===== config.mk =====
export PLATFORM = sky130hd
export DESIGN_NAME = block_map_first_fit_allocator
export DESIGN_NICKNAME = d
export VERILOG_FILES = /design/src/hw/rtl/bmf_pkg.sv /design/src/hw/rtl/block_map_first_fit_allocator.sv /design/src/hw/rtl/bmf_cmd_fifo.sv /design/src/hw/rtl/bmf_front.sv /design/src/hw/rtl/bmf_back.sv
export SDC_FILE = /design/constraint.sdc
export NUM_CORES = 2
export LEC_CHECK = 0
export ABC_CLOCK_PERIOD_IN_PS = 33700
export BUFFER_PORTS_ARGS = -buffer_cell sky130_fd_sc_hd__buf_2
export CORE_MARGIN = 5
export CORE_UTILIZATION = 63
export DETAILED_ROUTE_END_ITERATION = 6
export PLACE_DENSITY = 0.79
export SLEW_MARGIN = 30
export SYNTH_ARGS = -nofsm -noshare
export SYNTH_HDL_FRONTEND = slang
export SYNTH_SLANG_ARGS = --single-unit

===== constraint.sdc =====
create_clock -name clk -period 33.7 [get_ports clk]
set_input_delay 6.74 -clock clk [delete_from_list [all_inputs] [get_ports clk]]
set_output_delay 6.74 -clock clk [all_outputs]
set_load 0.005 [all_outputs]

===== src/hw/rtl/bmf_pkg.sv =====
package bmf_pkg;

  // Width of the block count register and of the byte fields.
  localparam int unsigned COUNT_REG_BITS = 9;
  localparam int unsigned WORD_BITS      = 32;

  // Depth of the command queue between the front and back parts.
  localparam int unsigned CMD_QUEUE_DEPTH = 2;

  // Default parameter values.
  localparam int unsigned MAX_BLOCKS_DEFAULT = 256;
  localparam int unsigned ADDR_BITS_DEFAULT  = 32;

  // Block size shift limits and reset value.
  localparam logic [4:0] SHIFT_MIN   = 5'd4;
  localparam logic [4:0] SHIFT_MAX   = 5'd20;
  localparam logic [4:0] SHIFT_RESET = 5'd10;

  // Configuration register indexes.
  typedef enum logic [1:0] {
    REG_ENABLE      = 2'd0,
    REG_REGION_BASE = 2'd1,
    REG_BLOCK_COUNT = 2'd2,
    REG_BLOCK_SHIFT = 2'd3
  } reg_index_t;

  // Result status codes.
  typedef enum logic [2:0] {
    ST_OK       = 3'd0,
    ST_DISABLED = 3'd1,
    ST_ZERO     = 3'd2,
    ST_NOSPACE  = 3'd3,
    ST_RANGE    = 3'd4,
    ST_ALIGN    = 3'd5,
    ST_NOTHEAD  = 3'd6,
    ST_FREE     = 3'd7
  } status_t;

  // Map entry codes.
  typedef enum logic [1:0] {
    ENTRY_EMPTY = 2'b00,
    ENTRY_HEAD  = 2'b01,
    ENTRY_TAIL  = 2'b10
  } entry_t;

  // What the back part has to do with a queued command.
  typedef enum logic [1:0] {
    CMD_RESULT = 2'd0,
    CMD_ALLOC  = 2'd1,
    CMD_FREE   = 2'd2
  } cmd_kind_t;

  typedef struct packed {
    cmd_kind_t kind;
    status_t   status;
  } cmd_t;

  // Effective configuration seen by both parts.
  typedef struct packed {
    logic                 enable;
    logic [WORD_BITS-1:0] base;
    logic [4:0]           shift;
  } cfg_t;

  // Back part sequencer states.
  typedef enum logic [2:0] {
    BK_CLEAR,
    BK_IDLE,
    BK_SCAN,
    BK_MARK,
    BK_FREE_RD,
    BK_FREE_CHK,
    BK_FREE_TAIL,
    BK_DONE
  } back_state_t;

  // Mask of the address bits kept, cut to the 32-bit field.
  function automatic logic [WORD_BITS-1:0] addr_mask(input int unsigned bits);
    logic [63:0] full_mask;
    full_mask = (bits >= 64) ? 64'hFFFF_FFFF_FFFF_FFFF : ((64'd1 << bits) - 64'd1);
    return full_mask[WORD_BITS-1:0];
  endfunction

endpackage


===== src/hw/rtl/block_map_first_fit_allocator.sv =====
// First-fit block allocator over a map of fixed-size blocks.
// Requests come in on a queue-style port: drive opcode, request_bytes and
// free_address with push high; the transfer happens on a clock edge with full
// low. Results leave the same way: while empty is low, status and
// block_address show the oldest result, taken on an edge with pop high.
// Configuration uses cfg_we, cfg_index and cfg_data; the user must write it only
// while no request is in flight, as the block itself does not enforce this.
// A front stage checks each request and queues it (two entries); a back
// sequencer walks the block map, one entry per cycle on the map memory's
// single read and write ports. The back part works on one request at a
// time; further requests wait in the queue until its walk is done.
// After reset, and after each block_count write, a clearing pass writes
// every map entry empty; full stays high meanwhile.
// When pop is held low, the result waits, the queue fills, and full rises.
module block_map_first_fit_allocator #(
  parameter int unsigned MAX_BLOCKS = bmf_pkg::MAX_BLOCKS_DEFAULT,
  parameter int unsigned ADDR_BITS  = bmf_pkg::ADDR_BITS_DEFAULT
) (
  input  logic        clk,
  input  logic        rst,
  input  logic        push,
  output logic        full,
  input  logic        opcode,
  input  logic [31:0] request_bytes,
  input  logic [31:0] free_address,
  output logic        empty,
  input  logic        pop,
  output logic [2:0]  status,
  output logic [31:0] block_address,
  input  logic        cfg_we,
  input  logic [1:0]  cfg_index,
  input  logic [31:0] cfg_data
);

  localparam int unsigned CW = $clog2(MAX_BLOCKS + 1);
  localparam int unsigned QW = $bits(bmf_pkg::cmd_t) + CW;

  logic                                  enable;
  logic [31:0]                           region_base;
  logic [bmf_pkg::COUNT_REG_BITS-1:0]    block_count;
  logic [4:0]                            block_shift;
  bmf_pkg::cfg_t                         cfg;
  logic [CW-1:0]                         count;
  logic                                  clear_req;
  logic                                  clearing;

  logic                                  q_push;
  logic                                  q_full;
  bmf_pkg::cmd_t                         q_hdr;
  logic [CW-1:0]                         q_arg;
  logic [QW-1:0]                         q_dout;
  logic                                  q_valid;
  logic                                  q_pop;
  bmf_pkg::cmd_t                         cmd_hdr;
  logic [CW-1:0]                         cmd_arg;
  bmf_pkg::status_t                      back_status;

  // Configuration registers.
  always_ff @(posedge clk) begin
    if (rst) begin
      enable      <= 1'b0;
      region_base <= '0;
      block_count <= '0;
      block_shift <= bmf_pkg::SHIFT_RESET;
    end else if (cfg_we) begin
      unique case (bmf_pkg::reg_index_t'(cfg_index))
        bmf_pkg::REG_ENABLE:      enable      <= cfg_data[0];
        bmf_pkg::REG_REGION_BASE: region_base <= cfg_data;
        bmf_pkg::REG_BLOCK_COUNT: block_count <= cfg_data[bmf_pkg::COUNT_REG_BITS-1:0];
        bmf_pkg::REG_BLOCK_SHIFT: block_shift <= cfg_data[4:0];
      endcase
    end
  end

  assign clear_req = cfg_we && (cfg_index == bmf_pkg::REG_BLOCK_COUNT);

  // Effective block count and size after clamping.
  always_comb begin
    cfg.enable = enable;
    cfg.base   = region_base;
    if (block_shift < bmf_pkg::SHIFT_MIN) begin
      cfg.shift = bmf_pkg::SHIFT_MIN;
    end else if (block_shift > bmf_pkg::SHIFT_MAX) begin
      cfg.shift = bmf_pkg::SHIFT_MAX;
    end else begin
      cfg.shift = block_shift;
    end
    count = (32'(block_count) > 32'(MAX_BLOCKS)) ? CW'(MAX_BLOCKS) : CW'(block_count);
  end

  bmf_front #(
    .MAX_BLOCKS(MAX_BLOCKS),
    .ADDR_BITS (ADDR_BITS)
  ) u_front (
    .push         (push),
    .full         (full),
    .opcode       (opcode),
    .request_bytes(request_bytes),
    .free_address (free_address),
    .cfg          (cfg),
    .count        (count),
    .clearing     (clearing),
    .q_full       (q_full),
    .q_push       (q_push),
    .q_hdr        (q_hdr),
    .q_arg        (q_arg)
  );

  bmf_cmd_fifo #(
    .W    (QW),
    .DEPTH(bmf_pkg::CMD_QUEUE_DEPTH)
  ) u_queue (
    .clk  (clk),
    .rst  (rst),
    .push (q_push),
    .din  ({q_hdr, q_arg}),
    .full (q_full),
    .pop  (q_pop),
    .dout (q_dout),
    .valid(q_valid)
  );

  assign {cmd_hdr, cmd_arg} = q_dout;

  bmf_back #(
    .MAX_BLOCKS(MAX_BLOCKS),
    .ADDR_BITS (ADDR_BITS)
  ) u_back (
    .clk          (clk),
    .rst          (rst),
    .cfg          (cfg),
    .count        (count),
    .clear_req    (clear_req),
    .clearing     (clearing),
    .cmd_valid    (q_valid),
    .cmd_hdr      (cmd_hdr),
    .cmd_arg      (cmd_arg),
    .cmd_pop      (q_pop),
    .empty        (empty),
    .pop          (pop),
    .status       (back_status),
    .block_address(block_address)
  );

  assign status = back_status;

  // A failed or free result never carries an address.
  assert property (@(posedge clk) disable iff (rst)
    (!empty && (status != bmf_pkg::ST_OK)) |-> (block_address == '0))
    else $error("failed result carries a nonzero address");

  // The front never pushes into a full queue.
  assert property (@(posedge clk) disable iff (rst) q_push |-> !q_full)
    else $error("command queue overflow");

  // A block count write stops transfers while the map is cleared.
  assert property (@(posedge clk) disable iff (rst) clear_req |=> full)
    else $error("transfer possible during map clearing");

  // The back part only takes a command when one is queued.
  assert property (@(posedge clk) disable iff (rst) q_pop |-> (q_valid && !clearing))
    else $error("command taken from an empty queue");

endmodule


===== src/hw/rtl/bmf_cmd_fifo.sv =====
module bmf_cmd_fifo #(
  parameter int unsigned W     = 8,
  parameter int unsigned DEPTH = bmf_pkg::CMD_QUEUE_DEPTH
) (
  input  logic         clk,
  input  logic         rst,
  input  logic         push,
  input  logic [W-1:0] din,
  output logic         full,
  input  logic         pop,
  output logic [W-1:0] dout,
  output logic         valid
);

  localparam int unsigned PW = (DEPTH > 1) ? $clog2(DEPTH) : 1;
  localparam int unsigned NW = $clog2(DEPTH + 1);
  localparam logic [PW-1:0] PTR_LAST = PW'(DEPTH - 1);

  logic [W-1:0]  slots [DEPTH];
  logic [PW-1:0] wr_ptr;
  logic [PW-1:0] rd_ptr;
  logic [NW-1:0] fill;
  logic          do_push;
  logic          do_pop;

  assign full    = (fill == NW'(DEPTH));
  assign valid   = (fill != '0);
  assign dout    = slots[rd_ptr];
  assign do_push = push && !full;
  assign do_pop  = pop && valid;

  // Pointer and fill count update.
  always_ff @(posedge clk) begin
    if (rst) begin
      wr_ptr <= '0;
      rd_ptr <= '0;
      fill   <= '0;
    end else begin
      if (do_push) begin
        wr_ptr <= (wr_ptr == PTR_LAST) ? '0 : wr_ptr + PW'(1);
      end
      if (do_pop) begin
        rd_ptr <= (rd_ptr == PTR_LAST) ? '0 : rd_ptr + PW'(1);
      end
      if (do_push && !do_pop) begin
        fill <= fill + NW'(1);
      end else if (do_pop && !do_push) begin
        fill <= fill - NW'(1);
      end
    end
  end

  // Slot storage.
  always_ff @(posedge clk) begin
    if (do_push) begin
      slots[wr_ptr] <= din;
    end
  end

endmodule


===== src/hw/rtl/bmf_front.sv =====
module bmf_front #(
  parameter int unsigned MAX_BLOCKS = bmf_pkg::MAX_BLOCKS_DEFAULT,
  parameter int unsigned ADDR_BITS  = bmf_pkg::ADDR_BITS_DEFAULT,
  localparam int unsigned CW = $clog2(MAX_BLOCKS + 1),
  localparam int unsigned IW = $clog2(MAX_BLOCKS)
) (
  input  logic          push,
  output logic          full,
  input  logic          opcode,
  input  logic [31:0]   request_bytes,
  input  logic [31:0]   free_address,
  input  bmf_pkg::cfg_t cfg,
  input  logic [CW-1:0] count,
  input  logic          clearing,
  input  logic          q_full,
  output logic          q_push,
  output bmf_pkg::cmd_t q_hdr,
  output logic [CW-1:0] q_arg
);

  localparam logic [31:0] AMASK = bmf_pkg::addr_mask(ADDR_BITS);

  logic [31:0] need_blocks;
  logic [31:0] masked_addr;
  logic [32:0] offset_diff;
  logic [31:0] offset;
  logic [63:0] region_bytes;
  logic [31:0] align_mask;
  logic [31:0] block_index;

  // No transfer while the map is being cleared or the queue has no room.
  assign full   = q_full || clearing;
  assign q_push = push && !full;

  // Request arithmetic: run length in blocks and offset into the region.
  always_comb begin
    need_blocks  = ((request_bytes - 32'd1) >> cfg.shift) + 32'd1;
    masked_addr  = free_address & AMASK;
    offset_diff  = {1'b0, masked_addr} - {1'b0, cfg.base};
    offset       = offset_diff[31:0];
    region_bytes = 64'(count) << cfg.shift;
    align_mask   = (32'd1 << cfg.shift) - 32'd1;
    block_index  = offset >> cfg.shift;
  end

  // Decide everything that does not need the map; the rest goes to the back part.
  always_comb begin
    q_hdr.kind   = bmf_pkg::CMD_RESULT;
    q_hdr.status = bmf_pkg::ST_OK;
    q_arg        = '0;
    priority if (!cfg.enable) begin
      q_hdr.status = bmf_pkg::ST_DISABLED;
    end else if (!opcode) begin
      priority if (request_bytes == '0) begin
        q_hdr.status = bmf_pkg::ST_ZERO;
      end else if (need_blocks > 32'(count)) begin
        q_hdr.status = bmf_pkg::ST_NOSPACE;
      end else begin
        q_hdr.kind = bmf_pkg::CMD_ALLOC;
        q_arg      = CW'(need_blocks);
      end
    end else begin
      priority if (offset_diff[32] || (64'(offset) >= region_bytes)) begin
        q_hdr.status = bmf_pkg::ST_RANGE;
      end else if ((offset & align_mask) != '0) begin
        q_hdr.status = bmf_pkg::ST_ALIGN;
      end else begin
        q_hdr.kind = bmf_pkg::CMD_FREE;
        q_arg      = CW'(block_index[IW-1:0]);
      end
    end
  end

endmodule


===== src/hw/rtl/bmf_back.sv =====
module bmf_back #(
  parameter int unsigned MAX_BLOCKS = bmf_pkg::MAX_BLOCKS_DEFAULT,
  parameter int unsigned ADDR_BITS  = bmf_pkg::ADDR_BITS_DEFAULT,
  localparam int unsigned CW = $clog2(MAX_BLOCKS + 1),
  localparam int unsigned IW = $clog2(MAX_BLOCKS)
) (
  input  logic            clk,
  input  logic            rst,
  input  bmf_pkg::cfg_t   cfg,
  input  logic [CW-1:0]   count,
  input  logic            clear_req,
  output logic            clearing,
  input  logic            cmd_valid,
  input  bmf_pkg::cmd_t   cmd_hdr,
  input  logic [CW-1:0]   cmd_arg,
  output logic            cmd_pop,
  output logic            empty,
  input  logic            pop,
  output bmf_pkg::status_t status,
  output logic [31:0]     block_address
);

  localparam logic [31:0]   AMASK   = bmf_pkg::addr_mask(ADDR_BITS);
  localparam logic [IW-1:0] CP_LAST = IW'(MAX_BLOCKS - 1);

  bmf_pkg::back_state_t state;
  bmf_pkg::back_state_t state_next;

  // Block map storage.
  logic [1:0]    map_mem [MAX_BLOCKS];
  logic          mem_we;
  logic [IW-1:0] mem_wa;
  logic [1:0]    mem_wd;
  logic [IW-1:0] mem_ra;
  logic [1:0]    rdata;

  // Walk state.
  logic [IW-1:0] cp;
  logic [CW-1:0] ra;
  logic          rv;
  logic [CW-1:0] pidx;
  logic [CW-1:0] run;
  logic [CW-1:0] run_new;
  logic [CW-1:0] need;
  logic [IW-1:0] idx;
  logic [IW-1:0] wp;
  logic [IW-1:0] endp;
  logic [IW-1:0] res_start;
  logic          res_addr_ok;
  bmf_pkg::status_t res_status;
  logic          issue;
  logic          hit;
  logic          last;
  logic          tail_end;
  logic          out_load;

  // Result register.
  logic          out_valid;

  assign clearing = (state == bmf_pkg::BK_CLEAR);
  assign empty    = !out_valid;
  assign out_load = (state == bmf_pkg::BK_DONE) && (!out_valid || pop);

  // Walk conditions.
  always_comb begin
    issue    = (ra < count);
    run_new  = (rdata == bmf_pkg::ENTRY_EMPTY) ? run + CW'(1) : '0;
    hit      = rv && (run_new == need);
    last     = rv && ((pidx + CW'(1)) == count);
    tail_end = (rv && (rdata != bmf_pkg::ENTRY_TAIL)) || (!rv && !issue);
  end

  // Next state.
  always_comb begin
    state_next = state;
    unique case (state)
      bmf_pkg::BK_CLEAR: begin
        if (cp == CP_LAST) state_next = bmf_pkg::BK_IDLE;
      end
      bmf_pkg::BK_IDLE: begin
        if (cmd_valid) begin
          case (cmd_hdr.kind)
            bmf_pkg::CMD_ALLOC: state_next = bmf_pkg::BK_SCAN;
            bmf_pkg::CMD_FREE:  state_next = bmf_pkg::BK_FREE_RD;
            default:            state_next = bmf_pkg::BK_DONE;
          endcase
        end
      end
      bmf_pkg::BK_SCAN: begin
        if (hit) begin
          state_next = bmf_pkg::BK_MARK;
        end else if (last) begin
          state_next = bmf_pkg::BK_DONE;
        end
      end
      bmf_pkg::BK_MARK: begin
        if (wp == endp) state_next = bmf_pkg::BK_DONE;
      end
      bmf_pkg::BK_FREE_RD: begin
        state_next = bmf_pkg::BK_FREE_CHK;
      end
      bmf_pkg::BK_FREE_CHK: begin
        state_next = (rdata == bmf_pkg::ENTRY_HEAD) ? bmf_pkg::BK_FREE_TAIL
                                                    : bmf_pkg::BK_DONE;
      end
      bmf_pkg::BK_FREE_TAIL: begin
        if (tail_end) state_next = bmf_pkg::BK_DONE;
      end
      bmf_pkg::BK_DONE: begin
        if (!out_valid || pop) state_next = bmf_pkg::BK_IDLE;
      end
    endcase
    // A block count write restarts the clearing pass.
    if (clear_req) state_next = bmf_pkg::BK_CLEAR;
  end

  // Map port controls and queue pop.
  always_comb begin
    mem_we  = 1'b0;
    mem_wa  = wp;
    mem_wd  = bmf_pkg::ENTRY_EMPTY;
    mem_ra  = ra[IW-1:0];
    cmd_pop = 1'b0;
    unique case (state)
      bmf_pkg::BK_CLEAR: begin
        mem_we = 1'b1;
        mem_wa = cp;
      end
      bmf_pkg::BK_IDLE: begin
        cmd_pop = cmd_valid;
      end
      bmf_pkg::BK_MARK: begin
        mem_we = 1'b1;
        mem_wa = wp;
        mem_wd = (wp == res_start) ? bmf_pkg::ENTRY_HEAD : bmf_pkg::ENTRY_TAIL;
      end
      bmf_pkg::BK_FREE_RD: begin
        mem_ra = idx;
      end
      bmf_pkg::BK_FREE_CHK: begin
        mem_we = (rdata == bmf_pkg::ENTRY_HEAD);
        mem_wa = idx;
      end
      bmf_pkg::BK_FREE_TAIL: begin
        mem_we = rv && (rdata == bmf_pkg::ENTRY_TAIL);
        mem_wa = pidx[IW-1:0];
      end
      bmf_pkg::BK_SCAN, bmf_pkg::BK_DONE: begin
      end
    endcase
  end

  // Map write port and registered read port.
  always_ff @(posedge clk) begin
    if (mem_we) begin
      map_mem[mem_wa] <= mem_wd;
    end
    rdata <= map_mem[mem_ra];
  end

  // Control state.
  always_ff @(posedge clk) begin
    if (rst) begin
      state     <= bmf_pkg::BK_CLEAR;
      cp        <= '0;
      out_valid <= 1'b0;
    end else begin
      state <= state_next;
      if (clear_req) begin
        cp <= '0;
      end else if (state == bmf_pkg::BK_CLEAR && cp != CP_LAST) begin
        cp <= cp + IW'(1);
      end
      if (out_load) begin
        out_valid <= 1'b1;
      end else if (pop) begin
        out_valid <= 1'b0;
      end
    end
  end

  // Walk datapath and result payload.
  always_ff @(posedge clk) begin
    unique case (state)
      bmf_pkg::BK_IDLE: begin
        if (cmd_valid) begin
          need        <= cmd_arg;
          idx         <= cmd_arg[IW-1:0];
          ra          <= '0;
          rv          <= 1'b0;
          run         <= '0;
          res_status  <= cmd_hdr.status;
          res_addr_ok <= 1'b0;
        end
      end
      bmf_pkg::BK_SCAN: begin
        rv   <= issue;
        pidx <= ra;
        if (issue) ra <= ra + CW'(1);
        if (rv) run <= run_new;
        if (hit) begin
          res_start <= IW'(pidx + CW'(1) - need);
          wp        <= IW'(pidx + CW'(1) - need);
          endp      <= pidx[IW-1:0];
        end else if (last) begin
          res_status <= bmf_pkg::ST_NOSPACE;
        end
      end
      bmf_pkg::BK_MARK: begin
        wp <= wp + IW'(1);
        if (wp == endp) begin
          res_status  <= bmf_pkg::ST_OK;
          res_addr_ok <= 1'b1;
        end
      end
      bmf_pkg::BK_FREE_CHK: begin
        ra <= CW'(idx) + CW'(1);
        rv <= 1'b0;
        if (rdata == bmf_pkg::ENTRY_HEAD) begin
          res_status <= bmf_pkg::ST_OK;
        end else if (rdata == bmf_pkg::ENTRY_EMPTY) begin
          res_status <= bmf_pkg::ST_FREE;
        end else begin
          res_status <= bmf_pkg::ST_NOTHEAD;
        end
      end
      bmf_pkg::BK_FREE_TAIL: begin
        rv   <= issue;
        pidx <= ra;
        if (issue) ra <= ra + CW'(1);
      end
      bmf_pkg::BK_DONE: begin
        if (out_load) begin
          status        <= res_status;
          block_address <= res_addr_ok
                         ? ((cfg.base + (32'(res_start) << cfg.shift)) & AMASK) : '0;
        end
      end
      bmf_pkg::BK_CLEAR, bmf_pkg::BK_FREE_RD: begin
      end
    endcase
  end

endmodule

==> results.yml <==
yosys:
  synth.most_common_cell: "edfxtp_1"
  synth_top_cells_by_area: "edfxtp_1 48%, mux4_2 7.3%, nor2_1 4.5%"
  synth_area_leader: "edfxtp_1"
  ys_ff_latch: 706
  netlist_top_cells_count: "640 x edfxtp_1, 483 x nor2_1, 388 x nand2_1"
  synth-edff-count: 640
  syn_area_per_cell_um2: 10.9
  postSynthCellCount: 3665
  dominantRegCellSynth: "edfxtp_1"
  synthDistinctLibCells: 94
  synth-warning-count: 0
  netlist_area_mm2: 0.0400
  synth_top_area_share_pct: 48.0
  async_flop_share_pct: 0
  synth-seq-area-share_pct: 51.3
detailed_routing:
  vias: 31576
  detail_route.wl_per_cell_um: 25.0
  first_pass_iters: 6
  post-route-drc-count: 0
  route.antenna.remaining_nets: 0
  vias_per_cell: 6.82
  routed_wirelength_um: 116000
  drtIter0Drc: 4217
clocking:
  total_clock_sinks: 706
  cts-buffers-inserted: 72
  clkLatencyLatePin_ps: 630
  cts.repair_timing.setup_buffer_count: 0
  path_clk_slew_ps: 60
  max-clock-path-buffers: 3
  root_buffer_master: "clkbuf_16"
  cts.htree.levels: 3
  post_cts_hold_fix_bufs: 0
  post_cts_resized: 0
  tritoncts: "done"
timing:
  period_minus_slack_ps: 12510
  max_clock_freq_ghz: 0.0799
  setup_violations: 0
  drv_slew: 0
  fin_tns_setup_ps: 0
  timing.final.crit_share_pct: 37.1
  tightest_slew_ps: 1120
  maxSlewHeadroom_pct: 24.8
  post-route-worst-setup-slack_ps: 21190
  finalHoldViolations: 0
  grt_setup_unrepaired: "no"
  skew_ps: 41.0
final_layout:
  multiInputGateArea_mm2: 0.0185
  finish.cell_count_without_fillers: 4628
  register_area_mm2: 0.0205
  post_route_cells_drive_above_1_share_pct: 13.9
  syn_to_final_growth_pct: 9.77
  num-nets-final: 3964
  fill_cells: 4462
die:
  floorplan.io_pins: 141
  core_area_mm2: 0.0630
  floorplan.die_area_mm2: 0.0687
  start_util_pct: 63.6
  die_height_um: 262
  floorplan.rows: 92
  die_width_um: 262
placement:
  worst_slack_placed_ps: 20680
  placedCellCount: 4493
  dp_hpwl_um: 77400
  routabilityCongestion: 1.00
  io_buffers: 140
critical_path:
  crit_end: "u_queue.slots[0][4]"
  worst_ep_required_time_ps: 34120
  timing.reg2reg.worst_path_depth: 21
  worstSetupStartpoint: "request_bytes[8]"
  path_max_fanout: 25
  timing.rr.end: "u_back.block_address[31]"
  crit-reg2reg-launch: "block_shift[3]"
  regToRegSetupSlack_ps: 25650
  category_of_the_critical_setup_timing_path: "primary input to flip-flop"
  worstSetupEndpointType: "flip-flop"
  cp-start-kind: "primary input"
  worst_ep_arrival_time_ps: 12930
power:
  worst_ir_drop_vdd_mv: 0.0535
  static-leakage-power_nw: 14.2
  power-per-cell-area_mw_per_mm2: 60.6
global_routing:
  globalRouteOverflowTotal: 0
  number_of_global_route_vias_before_repair: 30221
  grt_max_degree: 257
  grt_pass1_wl_um: 174000
  grtUsageTotal_pct: 32.8
  antenna_found_initial: 1
run:
  max_cap_viol_count: 0
hold_path:
  holdCritPathClass: "flip-flop to flip-flop"
status:
  outcome: "finished, final reports clean"
cell type report:
cell class / instances / area share (%)
inverters: 113 / 0.968
flip-flops and latches: 706 / 46.7
clock buffers: 86 / 4.30
well taps: 846 / 2.41
clock inverters: 46 / 0.965
repair buffers: 190 / 2.62
diodes: 1 / 0.00569
multi-input cells: 2640 / 42.0
cells by family after synthesis:
kind of cell,share of synthesized area [%]
buf+inv,3.20
flops,51.3
fa+ha+maj,4.34
compound gates,13.1
xor+xnor,3.15
simple gates,15.5
other cells,0.0188
mux,9.45
stage by stage:
| stage | utilization (%) | area (um^2) | power [mW] | hold WS (ps) |
|---|---|---|---|---|
| floorplan | - | 40100 | 1.60 | 400 |
| global placement | 65.9 | 41500 | 1.84 | 405 |
| detailed placement | 66.0 | 41600 | 1.86 | 405 |
| CTS | 69.7 | 43900 | 2.64 | 418 |
| global route | 69.8 | 44000 | 2.77 | 428 |
| finish | 69.8 | 44000 | 2.66 | 419 |
cell usage in the layout (no fill, tap or decap), types with 24 or more instances in the layout:
cell type / count
a211oi_1: 72
a21o_1: 42
a21oi_1: 212
a311oi_1: 24
a31oi_1: 41
and2_1: 57
and3_1: 25
buf_2: 140
buf_4: 45
clkbuf_16: 73
dfxtp_1: 65
edfxtp_1: 640
ha_1: 134
inv_1: 109
mux2i_1: 57
mux4_2: 129
nand2_1: 388
nand2b_1: 26
nand3_1: 77
nand4_1: 42
nor2_1: 480
nor2b_1: 24
nor3_1: 70
nor4_1: 32
o211ai_1: 35
o21ai_0: 120
xnor2_1: 93
xor2_1: 51
routing by layer:
layer	vias to the layer above	share of wire, %	GRT usage [%]
li1	13933	-	-
met1	15170	37	43.3
met2	2074	48	54.0
met3	399	10	5.84
met4	0	5.3	14.8
met5	-	0	0
worst max-delay path: stages:
cell	delay [ps]
buf_2	170
nor4_2	660
nand4_2	680
o21bai_1	450
o211ai_1	230
o211a_1	370
a21oi_1	340
ha_1	210
inv_1	60
a2111oi_0	590
nand4_1	320
nand2b_1	250
xor2_1	180
ha_1	300
nand4_1	90
nor3_1	230
o22ai_1	120
nor4_1	230
and4b_1	280
nand3_2	120
clkinv_2	150
o2bb2ai_1	170
state kept, by name (all words and copies together) (netlist names), 5 cells and up, named ones only:
signal	count
u_back.block_address	32
u_back.res_start	8
u_back.pidx	9
u_back.idx	7
u_back.ra	9
u_back.wp	8
u_queue.slots	28
region_base	32
u_back.map_mem	512
u_back.cp	8
u_back.run	9
block_count	9
u_back.endp	8
block_shift	5
how the worst min path moves through the flow:
stage	from	end	slack, ps	cells past startpoint
floorplan	u_back.res_status[0]	u_back.status[0]	400	0
CTS	u_back.res_status[1]	u_back.status[1]	420	0
detailed placement	u_back.res_status[1]	u_back.status[1]	400	0
global placement	u_back.res_status[0]	u_back.status[0]	400	0
global route	u_back.res_status[1]	u_back.status[1]	430	0
finish	u_back.res_status[0]	u_back.status[0]	420	0
report_power, final:
part	switching, mW	internal, mW	leakage [nW]
Combinational	0.575	0.267	7.47
Clock	0.343	0.438	1.13
Sequential	0.0345	1.01	5.58
Total	0.952	1.71	14.2
Note: power is estimated with default switching activity, not from simulation.
